`src/rtl/b58ptc_pkg.sv`:
```
// Package: payload types, status codes and character constants for the Base58 token compiler.
`timescale 1ns / 1ps
`default_nettype none

package b58ptc_pkg;

  localparam int unsigned NumSymbols = 58;

  localparam logic [NumSymbols-1:0] AllSymbols = {NumSymbols{1'b1}};

  localparam logic [2:0] StatToken    = 3'd0;
  localparam logic [2:0] StatUnsupOp  = 3'd1;
  localparam logic [2:0] StatNotB58   = 3'd2;
  localparam logic [2:0] StatEmptyCls = 3'd3;
  localparam logic [2:0] StatOpInCls  = 3'd4;
  localparam logic [2:0] StatUnclosed = 3'd5;

  localparam logic [7:0] ChAny      = 8'h3F;  // ?
  localparam logic [7:0] ChClsOpen  = 8'h5B;  // [
  localparam logic [7:0] ChClsClose = 8'h5D;  // ]

  typedef struct packed {
    logic [7:0] pattern_char;
    logic       end_of_pattern;
  } in_item_t;

  typedef struct packed {
    logic [NumSymbols-1:0] token_mask;
    logic [2:0]            status;
    logic                  final_result;
  } out_item_t;

  // Regex operators that are not supported outside a class
  function automatic logic is_operator(input logic [7:0] ch);
    logic hit;
    case (ch)
      8'h5D, 8'h2A, 8'h2B, 8'h7B, 8'h7D, 8'h28, 8'h29,
      8'h7C, 8'h2E, 8'h5E, 8'h24, 8'h5C: hit = 1'b1;
      default:                           hit = 1'b0;
    endcase
    return hit;
  endfunction

  // One-hot alphabet bit of a byte, zero when the byte is not Base58
  function automatic logic [NumSymbols-1:0] symbol_bit(input logic [7:0] ch);
    logic [5:0] idx;
    logic       hit;
    idx = '0;
    hit = 1'b1;
    if (ch >= 8'h31 && ch <= 8'h39)       idx = 6'(ch - 8'h31);         // 1..9
    else if (ch >= 8'h41 && ch <= 8'h48)  idx = 6'(ch - 8'h41 + 8'd9);  // A..H
    else if (ch >= 8'h4A && ch <= 8'h4E)  idx = 6'(ch - 8'h4A + 8'd17); // J..N
    else if (ch >= 8'h50 && ch <= 8'h5A)  idx = 6'(ch - 8'h50 + 8'd22); // P..Z
    else if (ch >= 8'h61 && ch <= 8'h6B)  idx = 6'(ch - 8'h61 + 8'd33); // a..k
    else if (ch >= 8'h6D && ch <= 8'h7A)  idx = 6'(ch - 8'h6D + 8'd44); // m..z
    else hit = 1'b0;
    return hit ? (NumSymbols'(1) << idx) : '0;
  endfunction

endpackage

`default_nettype wire

```
`src/rtl/b58ptc_lit_mask.sv`:
```
// Literal decoder: alphabet mask of one byte, with optional other-case letter.
`timescale 1ns / 1ps
`default_nettype none

module b58ptc_lit_mask (
  input  wire logic [7:0]                     ch,
  input  wire logic                           fold_case,
  output logic [b58ptc_pkg::NumSymbols-1:0]   mask
);

  logic                                 is_letter;
  logic [b58ptc_pkg::NumSymbols-1:0]    own_bit;
  logic [b58ptc_pkg::NumSymbols-1:0]    other_bit;

  assign is_letter = (ch >= 8'h41 && ch <= 8'h5A) || (ch >= 8'h61 && ch <= 8'h7A);
  assign own_bit   = b58ptc_pkg::symbol_bit(ch);
  // flipping bit 5 swaps ASCII case
  assign other_bit = b58ptc_pkg::symbol_bit(ch ^ 8'h20);
  assign mask      = own_bit | ((fold_case && is_letter) ? other_bit : '0);

endmodule

`default_nettype wire

```
`src/rtl/base58_pattern_token_compiler.sv`:
```
// Top level: Base58 pattern token compiler with input and result registers.
`timescale 1ns / 1ps
`default_nettype none

// Takes one pattern byte per transfer and returns at most one result per byte: a 58-bit
// acceptance mask with status 0 for each finished token, or an error status. One byte is
// accepted every clock cycle while in_stall is low; a byte passes an input register and
// the decode logic and lands in the result register, from which its result is taken.
// in_stall rises only while the result register holds a result that out_stall keeps back.
// After an error result the block drops bytes silently up to and including the byte marked
// end_of_pattern, which returns the pattern state to idle. cfg_wr_en writes fold_case and is
// only to be used with no byte in flight.
module base58_pattern_token_compiler (
  input  wire logic                  clk,
  input  wire logic                  rst_n,
  input  wire logic                  in_valid,
  output logic                       in_stall,
  input  wire b58ptc_pkg::in_item_t  in_item,
  output logic                       out_valid,
  input  wire logic                  out_stall,
  output b58ptc_pkg::out_item_t      out_item,
  input  wire logic                  cfg_wr_en,
  input  wire logic                  cfg_wr_data
);

  localparam int unsigned NS = b58ptc_pkg::NumSymbols;

  logic                  fold_case_r;
  logic                  s1_valid_r;
  b58ptc_pkg::in_item_t  s1_item_r;
  logic                  out_valid_r, out_valid_nxt;
  b58ptc_pkg::out_item_t out_item_r;

  logic          in_cls_r, in_cls_nxt;
  logic [NS-1:0] accum_r, accum_nxt;
  logic          empty_r, empty_nxt;
  logic          has_op_r, has_op_nxt;
  logic          err_r, err_nxt;

  logic          s1_fire;
  logic          emit;
  logic [2:0]    status;
  logic [NS-1:0] mask;
  logic [NS-1:0] lit_mask;
  logic [7:0]    ch;
  logic          last;

  assign ch   = s1_item_r.pattern_char;
  assign last = s1_item_r.end_of_pattern;

  assign s1_fire  = s1_valid_r && (!out_valid_r || !out_stall);
  assign in_stall = s1_valid_r && !s1_fire;

  b58ptc_lit_mask u_lit (
    .ch        (ch),
    .fold_case (fold_case_r),
    .mask      (lit_mask)
  );

  always_comb begin
    emit       = 1'b0;
    status     = b58ptc_pkg::StatToken;
    mask       = '0;
    in_cls_nxt = in_cls_r;
    accum_nxt  = accum_r;
    empty_nxt  = empty_r;
    has_op_nxt = has_op_r;
    err_nxt    = err_r;

    if (!err_r) begin
      if (in_cls_r) begin
        if (ch == b58ptc_pkg::ChClsClose) begin
          emit = 1'b1;
          if (empty_r)                status = b58ptc_pkg::StatEmptyCls;
          else if (has_op_r)          status = b58ptc_pkg::StatOpInCls;
          else if (accum_r == '0)     status = b58ptc_pkg::StatNotB58;
          else                        mask   = accum_r;
          in_cls_nxt = 1'b0;
        end else begin
          empty_nxt = 1'b0;
          if (ch == b58ptc_pkg::ChClsOpen || ch == b58ptc_pkg::ChAny) has_op_nxt = 1'b1;
          else                                                       accum_nxt  = accum_r | lit_mask;
          if (last) begin
            emit   = 1'b1;
            status = b58ptc_pkg::StatUnclosed;
          end
        end
      end else if (ch == b58ptc_pkg::ChAny) begin
        emit = 1'b1;
        mask = b58ptc_pkg::AllSymbols;
      end else if (ch == b58ptc_pkg::ChClsOpen) begin
        in_cls_nxt = 1'b1;
        accum_nxt  = '0;
        empty_nxt  = 1'b1;
        has_op_nxt = 1'b0;
        if (last) begin
          emit   = 1'b1;
          status = b58ptc_pkg::StatUnclosed;
        end
      end else if (b58ptc_pkg::is_operator(ch)) begin
        emit   = 1'b1;
        status = b58ptc_pkg::StatUnsupOp;
      end else begin
        emit = 1'b1;
        mask = lit_mask;
        if (lit_mask == '0) status = b58ptc_pkg::StatNotB58;
      end
    end

    if (last) begin
      in_cls_nxt = 1'b0;
      accum_nxt  = '0;
      empty_nxt  = 1'b1;
      has_op_nxt = 1'b0;
      err_nxt    = 1'b0;
    end else if (emit && status != b58ptc_pkg::StatToken) begin
      err_nxt = 1'b1;
    end
  end

  always_comb begin
    if (s1_fire && emit)   out_valid_nxt = 1'b1;
    else                   out_valid_nxt = out_valid_r && out_stall;
  end

  always_ff @(posedge clk) begin
    if (!rst_n) begin
      fold_case_r <= 1'b0;
      s1_valid_r  <= 1'b0;
      out_valid_r <= 1'b0;
      in_cls_r    <= 1'b0;
      accum_r     <= '0;
      empty_r     <= 1'b1;
      has_op_r    <= 1'b0;
      err_r       <= 1'b0;
    end else begin
      if (cfg_wr_en) fold_case_r <= cfg_wr_data;
      if (!in_stall) s1_valid_r <= in_valid;
      out_valid_r <= out_valid_nxt;
      if (s1_fire) begin
        in_cls_r <= in_cls_nxt;
        accum_r  <= accum_nxt;
        empty_r  <= empty_nxt;
        has_op_r <= has_op_nxt;
        err_r    <= err_nxt;
      end
    end
  end

  // payload registers, no reset
  always_ff @(posedge clk) begin
    if (!in_stall && in_valid) s1_item_r <= in_item;
    if (s1_fire && emit) begin
      out_item_r.token_mask   <= mask;
      out_item_r.status       <= status;
      out_item_r.final_result <= last;
    end
  end

  assign out_valid = out_valid_r;
  assign out_item  = out_item_r;

endmodule

`default_nettype wire

```
`config.mk`:
```
export PLATFORM = sky130hd
export DESIGN_NAME = base58_pattern_token_compiler
export DESIGN_NICKNAME = d
export VERILOG_FILES = /design/src/rtl/b58ptc_pkg.sv /design/src/rtl/b58ptc_lit_mask.sv /design/src/rtl/base58_pattern_token_compiler.sv
export SDC_FILE = /design/constraint.sdc
export NUM_CORES = 1
export LEC_CHECK = 0
export BUFFER_PORTS_ARGS = -buffer_cell sky130_fd_sc_hd__buf_2
export CAP_MARGIN = 25
export CORE_ASPECT_RATIO = 0.75
export CORE_MARGIN = 8
export CORE_UTILIZATION = 45
export CTS_CLUSTER_SIZE = 16
export DETAILED_ROUTE_END_ITERATION = 7
export GPL_TIMING_DRIVEN = 0
export PLACE_DENSITY_LB_ADDON = 0.1
export SYNTH_ARGS = -nofsm -noshare
export SYNTH_HDL_FRONTEND = slang
export SYNTH_SLANG_ARGS = --single-unit
```
`constraint.sdc`:
```
create_clock -name clk -period 7 [get_ports clk]
set_clock_uncertainty 0.2 [all_clocks]
set_input_delay 0.35 -clock clk [delete_from_list [all_inputs] [get_ports clk]]
set_output_delay 0.35 -clock clk [all_outputs]
set_load 0.01 [all_outputs]
```
==> results_dict.tcl, run 1 <==
set metrics [dict create \
    synth_seq_cells 136 \
    worst_pin_slew_ns 0.956 \
    design.core.area_um2 17700 \
    syn-num-nets 974 \
    grt_util_all_layers 0.264 \
    die_w_um 171 \
    syn_to_final_growth_pct 18.4 \
    fp.dieArea_um2 22600 \
    die_height_um 132 \
    grt_pass1_wl_um 46500 \
    cts.clk_slew.worst_paths_ns 0.07 \
    netlist_area_um2 8110 \
    cp.required_ns 7.08 \
    min_period_ns 6.23 \
    crit_type "register to register" \
    outcome "completed" \
    antenna_found_initial 0 \
    cts_tree "built" \
    diodes 0 \
    ant_nets 0 \
    yosysSeqAreaShare 0.424 \
    dr.pass1.iters 5 \
    cp-end-kind "register" \
    cts.sinks 136 \
    dp_hpwl_um 23300 \
    worstSkewPairLatency_ns 0.43 \
    h-tree-depth 4 \
    placed_cells 1272 \
    grt_pass1_vias 7821 \
    grt_start_max_net_pins 17 \
    seq_area_um2 3430 \
    drc 0 \
    fmax_ghz 0.160 \
    fill_cells 1693 \
    cp_max_fo 10 \
    clk_path_buf_depth 2 \
    cts_buffers 17 \
    final.period_utilization 0.890 \
    ys.flop_type "edfxtp_1" \
    fin_nets 1092 \
    setup_viol 0 \
    clockRootBuffer "clkbuf_16" \
    async_flop_share 0 \
    gp_congestion 1.01 \
    synth_cell_types 95 \
    io_buffers 78 \
    tns_ns 0 \
    synth-edff-count 71 \
    post_cts_buffers 0 \
    wire_per_inst_um 23.0 \
    drt-total-wl_um 30400 \
    max_slew_margin 0.357 \
    drv_slew 0 \
    synth_cells 945 \
    powerDensity_nw_per_um2 231 \
    yosys_warnings 0 \
    drive_gt1_frac 0.158 \
    vias 8573 \
    cp_data_arrival_time_ns 6.31 \
    power_mw 2.22 \
    fin_hold_ws_ns 0.00851 \
    dp_slack_ns 1.15 \
    grt-ovfl-total 0 \
    avgSynthCellArea_um2 8.58 \
    fin_ws_ns 0.769 \
    vias_per_cell 6.50 \
    max_cap_viol_count 0 \
    p_leak_nw 3.33 \
    finalNonFillerCells 1318 \
    hold_viol 0 \
    rsz0062_at_grt "false" \
    rows 42 \
    drt_iter0_markers 1273 \
    hold_class "input port to register" \
    critPathLaunchType "register" \
    io_pins 79 \
    vdd_ir_drop_max_mv 0.201 \
    start_util 0.459 \
    multi_input_area_um2 4340 \
]
## cell usage in the layout (no fill, tap or decap), types with 17 or more instances in the layout
master	synthesis	routed
a21oi_1	128	128
buf_2	13	94
clkbuf_1	47	47
clkbuf_16	0	17
dfxtp_1	65	65
edfxtp_1	71	71
nand2_1	78	78
nand3_1	27	27
nor2_1	103	103
nor3_1	24	23
nor4_1	24	24
o21ai_0	67	67
o22ai_1	43	43
## cells in the mapped netlist (all sizes together) (5+ instances only)
cell type | n | area [um^2]
or2 | 11 | 68.8
or3 | 11 | 68.8
nand3 | 27 | 135
edfxtp | 71 | 2130
nor3 | 24 | 120
nor2 | 104 | 393
a21o | 7 | 52.6
a221oi | 11 | 96.3
o211ai | 6 | 55.1
o32ai | 12 | 113
o22ai | 43 | 269
nor4b | 5 | 50.0
clkbuf | 47 | 176
nand2b | 8 | 52.6
a21oi | 128 | 641
nand4 | 11 | 68.8
buf | 22 | 129
dfxtp | 65 | 1300
ha | 14 | 175
o21a | 5 | 37.5
and3 | 7 | 43.8
nand2 | 80 | 310
or4 | 5 | 37.5
o21ai | 70 | 362
inv | 8 | 30.0
or4b | 6 | 60.1
xnor2 | 9 | 78.8
nor4 | 24 | 150
nor2b | 11 | 68.8
## worst paths after layout
| check | startpoint | end | slack, ns | depth (start not counted) |
|---|---|---|---|---|
| min | rst_n | fold_case_r$_SDFFE_PN0P_ | 0.009 | 2 |
| max | ch[2]$_DFFE_PP_ | out_item[2]$_DFFE_PP_ | 0.77 | 18 |
| max reg2reg | ch[2]$_DFFE_PP_ | out_item[2]$_DFFE_PP_ | 0.77 | 18 |
| min reg2reg | accum_r[20]$_SDFFE_PN0P_ | accum_r[20]$_SDFFE_PN0P_ | 0.30 | 2 |
## cells by family (layout without fill, tap and decap cells)
logic type / Yosys count / in the layout / synth area share
and+or+nand+nor: 352 / 352 / 0.219
AOI/OAI and AO/OA: 351 / 351 / 0.278
DFF: 136 / 136 / 0.424
buffers and inverters: 78 / 209 / 0.0418
adders and majority gates: 14 / 14 / 0.0216
xor gates and xnor gates: 10 / 10 / 0.0108
muxes: 4 / 4 / 0.00494
## flip-flops by register name, indices dropped and copies added (netlist names)
| name | count |
|---|---|
| accum_r | 58 |
| ch | 8 |
| empty_r | 1 |
| err_r | 1 |
| fold_case_r | 1 |
| has_op_r | 1 |
| in_cls_r | 1 |
| last | 1 |
| out_item | 62 |
| out_valid | 1 |
| s1_valid_r | 1 |
## layer usage
layer  global-route usage  share of wire
met5               0.0137         0.0014
met4               0.0636          0.017
met3                0.117           0.15
met2                0.335           0.37
met1                0.392           0.45
## report_power, final
| group | internal [mW] | switching [mW] | leakage (nW) | total (mW) |
|---|---|---|---|---|
| Sequential | 0.880 | 0.0160 | 1.16 | 0.896 |
| Combinational | 0.129 | 0.287 | 1.89 | 0.417 |
| Clock | 0.515 | 0.388 | 0.287 | 0.903 |
## critical path, cell delays in order, from the launching register on
cell and delay, ns:
edfxtp_1 0.43, clkbuf_1 0.50, inv_1 0.39, ha_1 0.40, a21bo_2 0.22, clkbuf_1 0.43
a21boi_0 0.22, xnor2_1 0.28, a221oi_1 0.16, a211oi_1 0.35, or2_2 0.21, buf_2 0.23
or2_1 0.13, clkbuf_1 0.34, o22ai_1 0.17, or4_1 0.51, nor4_1 0.46, a31oi_1 0.26
nor2_1 0.15
## what timing repair did
action | CTS | global route
hold buffers | 13 | 0
endpoints found under the hold margin | 12 | 0
endpoints found under the setup margin | 0 | 0
gates resized for setup | 0 | 0
## metrics by stage
step                       util  cell area, um^2
final                     0.544             9600
after global routing      0.544             9600
after CTS                 0.543             9600
after detailed placement  0.502             8870
after global placement    0.498             8800
after floorplan               -             8110
## cell type report
cell class / instances / share of cell area
Buffer: 69 / 0.0318
Clock buffer: 18 / 0.0457
Clock inverter: 14 / 0.0163
Inverter: 9 / 0.00352
Multi-Input combinational cell: 731 / 0.452
Sequential cell: 136 / 0.358
Tap cell: 242 / 0.0315
Timing Repair Buffer: 99 / 0.0616
No activity file was read; power rests on OpenSTA's default activity.
==> inputs of run 2 (changes only) <==
--- a/config.mk
+++ b/config.mk
@@ -11,4 +11,4 @@
 export CORE_MARGIN = 8
-export CORE_UTILIZATION = 45
-export CTS_CLUSTER_SIZE = 16
+export CORE_UTILIZATION = 54
+export CTS_CLUSTER_SIZE = 12
 export DETAILED_ROUTE_END_ITERATION = 7
==> constraint.sdc (replaced) <==
create_clock -name clk -period 7 [get_ports clk]
set_clock_uncertainty 0.2 [all_clocks]
set_input_delay 0.7 -clock clk [delete_from_list [all_inputs] [get_ports clk]]
set_output_delay 0.7 -clock clk [all_outputs]
set_load 0.01 [all_outputs]
==> results_dict.tcl, run 2 (same netlist as run 1, synthesis figures left out) <==
set metrics [dict create \
    outcome "completed" \
    cts.repair.resized 0 \
    cp_max_fo 10 \
    grt_pass1_vias 7935 \
    p_leak_nw 3.24 \
    start_util 0.557 \
    ant_nets 0 \
    max_cap_viol_count 0 \
    seq_area_um2 3430 \
    min_period_ns 6.27 \
    drv_slew 0 \
    largest_reg_flops 62 \
    max_slew_margin 0.258 \
    final_cell_mix "a21oi_1, nor2_1, buf_2" \
    rows 38 \
    dp_hpwl_um 22900 \
    diodes 0 \
    powerDensity_nw_per_um2 232 \
    fin_ws_ns 0.727 \
    cp.required_ns 7.09 \
    drive_gt1_frac 0.157 \
    fin_nets 1077 \
    setup_viol 0 \
    h-tree-depth 4 \
    gp_congestion 1.01 \
    syn_to_final_growth_pct 15.5 \
    grt_pass1_wl_um 46500 \
    vias_per_cell 7.00 \
    cts_buffers 17 \
    hold_class "input port to register" \
    io_buffers 78 \
    fmax_ghz 0.159 \
    worstSkewPairLatency_ns 0.43 \
    final.period_utilization 0.896 \
    grt_start_max_net_pins 17 \
    die_height_um 122 \
    power_mw 2.18 \
    design.core.area_um2 14500 \
    cts.sinks 136 \
    hold_viol 0 \
    cts_tree "built" \
    io_pins 79 \
    grt_util_all_layers 0.317 \
    layout_commonest_cell "a21oi_1" \
    wire_per_inst_um 24.4 \
    drt-total-wl_um 30800 \
    dp_slack_ns 1.18 \
    worst_pin_slew_ns 1.10 \
    fin_hold_ws_ns 0.238 \
    clk_path_buf_depth 2 \
    cp_data_arrival_time_ns 6.36 \
    clockRootBuffer "clkbuf_16" \
    ctsHoldBuffers 0 \
    drt_iter0_markers 1485 \
    rsz0062_at_grt "false" \
    vias 8822 \
    drc 0 \
    multi_input_area_um2 4340 \
    fp.dieArea_um2 19200 \
    hold-path-cell-count 1 \
    crit_type "register to register" \
    dr.pass1.iters 7 \
    antenna_found_initial 0 \
    cp-end-kind "register" \
    post_cts_buffers 0 \
    cts.clk_slew.worst_paths_ns 0.07 \
    critPathLaunchType "register" \
    grt-ovfl-total 0 \
    worstRegToRegCells 17 \
    fill_cells 1194 \
    vdd_ir_drop_max_mv 0.168 \
    die_w_um 157 \
]
[run 2: cell type report]
class | instances | share of cell area
multi-input cells | 731 | 0.463
flip-flops and latches | 136 | 0.367
repair buffers | 84 | 0.0476
clock buffers | 17 | 0.0454
plain buffers | 69 | 0.0326
well taps | 200 | 0.0267
clock inverters | 15 | 0.0143
inverters | 9 | 0.00361
[run 2: per-layer routing]
layer	vias up	track usage	wire length, um
met5	-	0	0
met3	91	0.153	5350
met1	4148	0.448	12800
met4	0	0.101	846
met2	759	0.411	11700
li1	3824	-	-
[run 2: path summary, 6_finish.rpt]
| kind | startpoint | to | slack [ns] |
|---|---|---|---|
| worst max-delay path | ch[0]$_DFFE_PP_ | out_item[2]$_DFFE_PP_ | 0.73 |
| worst min-delay path | in_item[3] | ch[2]$_DFFE_PP_ | 0.24 |
| worst max register to register | ch[0]$_DFFE_PP_ | out_item[2]$_DFFE_PP_ | 0.73 |
| worst min register to register | accum_r[34]$_SDFFE_PN0P_ | accum_r[34]$_SDFFE_PN0P_ | 0.30 |
[run 2: worst max-delay path: stages, from the launching register on]
cell and delay [ns]:
edfxtp_1 0.53, clkbuf_1 0.37, inv_1 0.23, ha_1 0.40
or4b_1 0.50, buf_6 0.17, a211o_1 0.31, nand2_1 0.26
o311ai_0 0.19, a31o_2 0.27, o21ai_1 0.40, buf_2 0.36
buf_2 0.26, a21oi_1 0.08, or4b_1 0.55, nor4_1 0.62
a31oi_1 0.27, nor2_1 0.14
[run 2: metrics by stage]
stage | TNS (ns) | utilization | cells | cell area (um^2)
finish | 0 | 0.644 | 1261 | 9370
global route | 0 | 0.644 | 1261 | 9370
CTS | 0 | 0.643 | 1260 | 9360
detailed placement | 0 | 0.605 | 1228 | 8800
global placement | -81.50 | 0.601 | 1223 | 8750
floorplan | 0 | - | 945 | 8110
[run 2: power by group]
part	leakage [nW]	switching, mW	internal [mW]
clock	0.262	0.400	0.466
combinational	1.82	0.291	0.123
sequential	1.16	0.0162	0.880
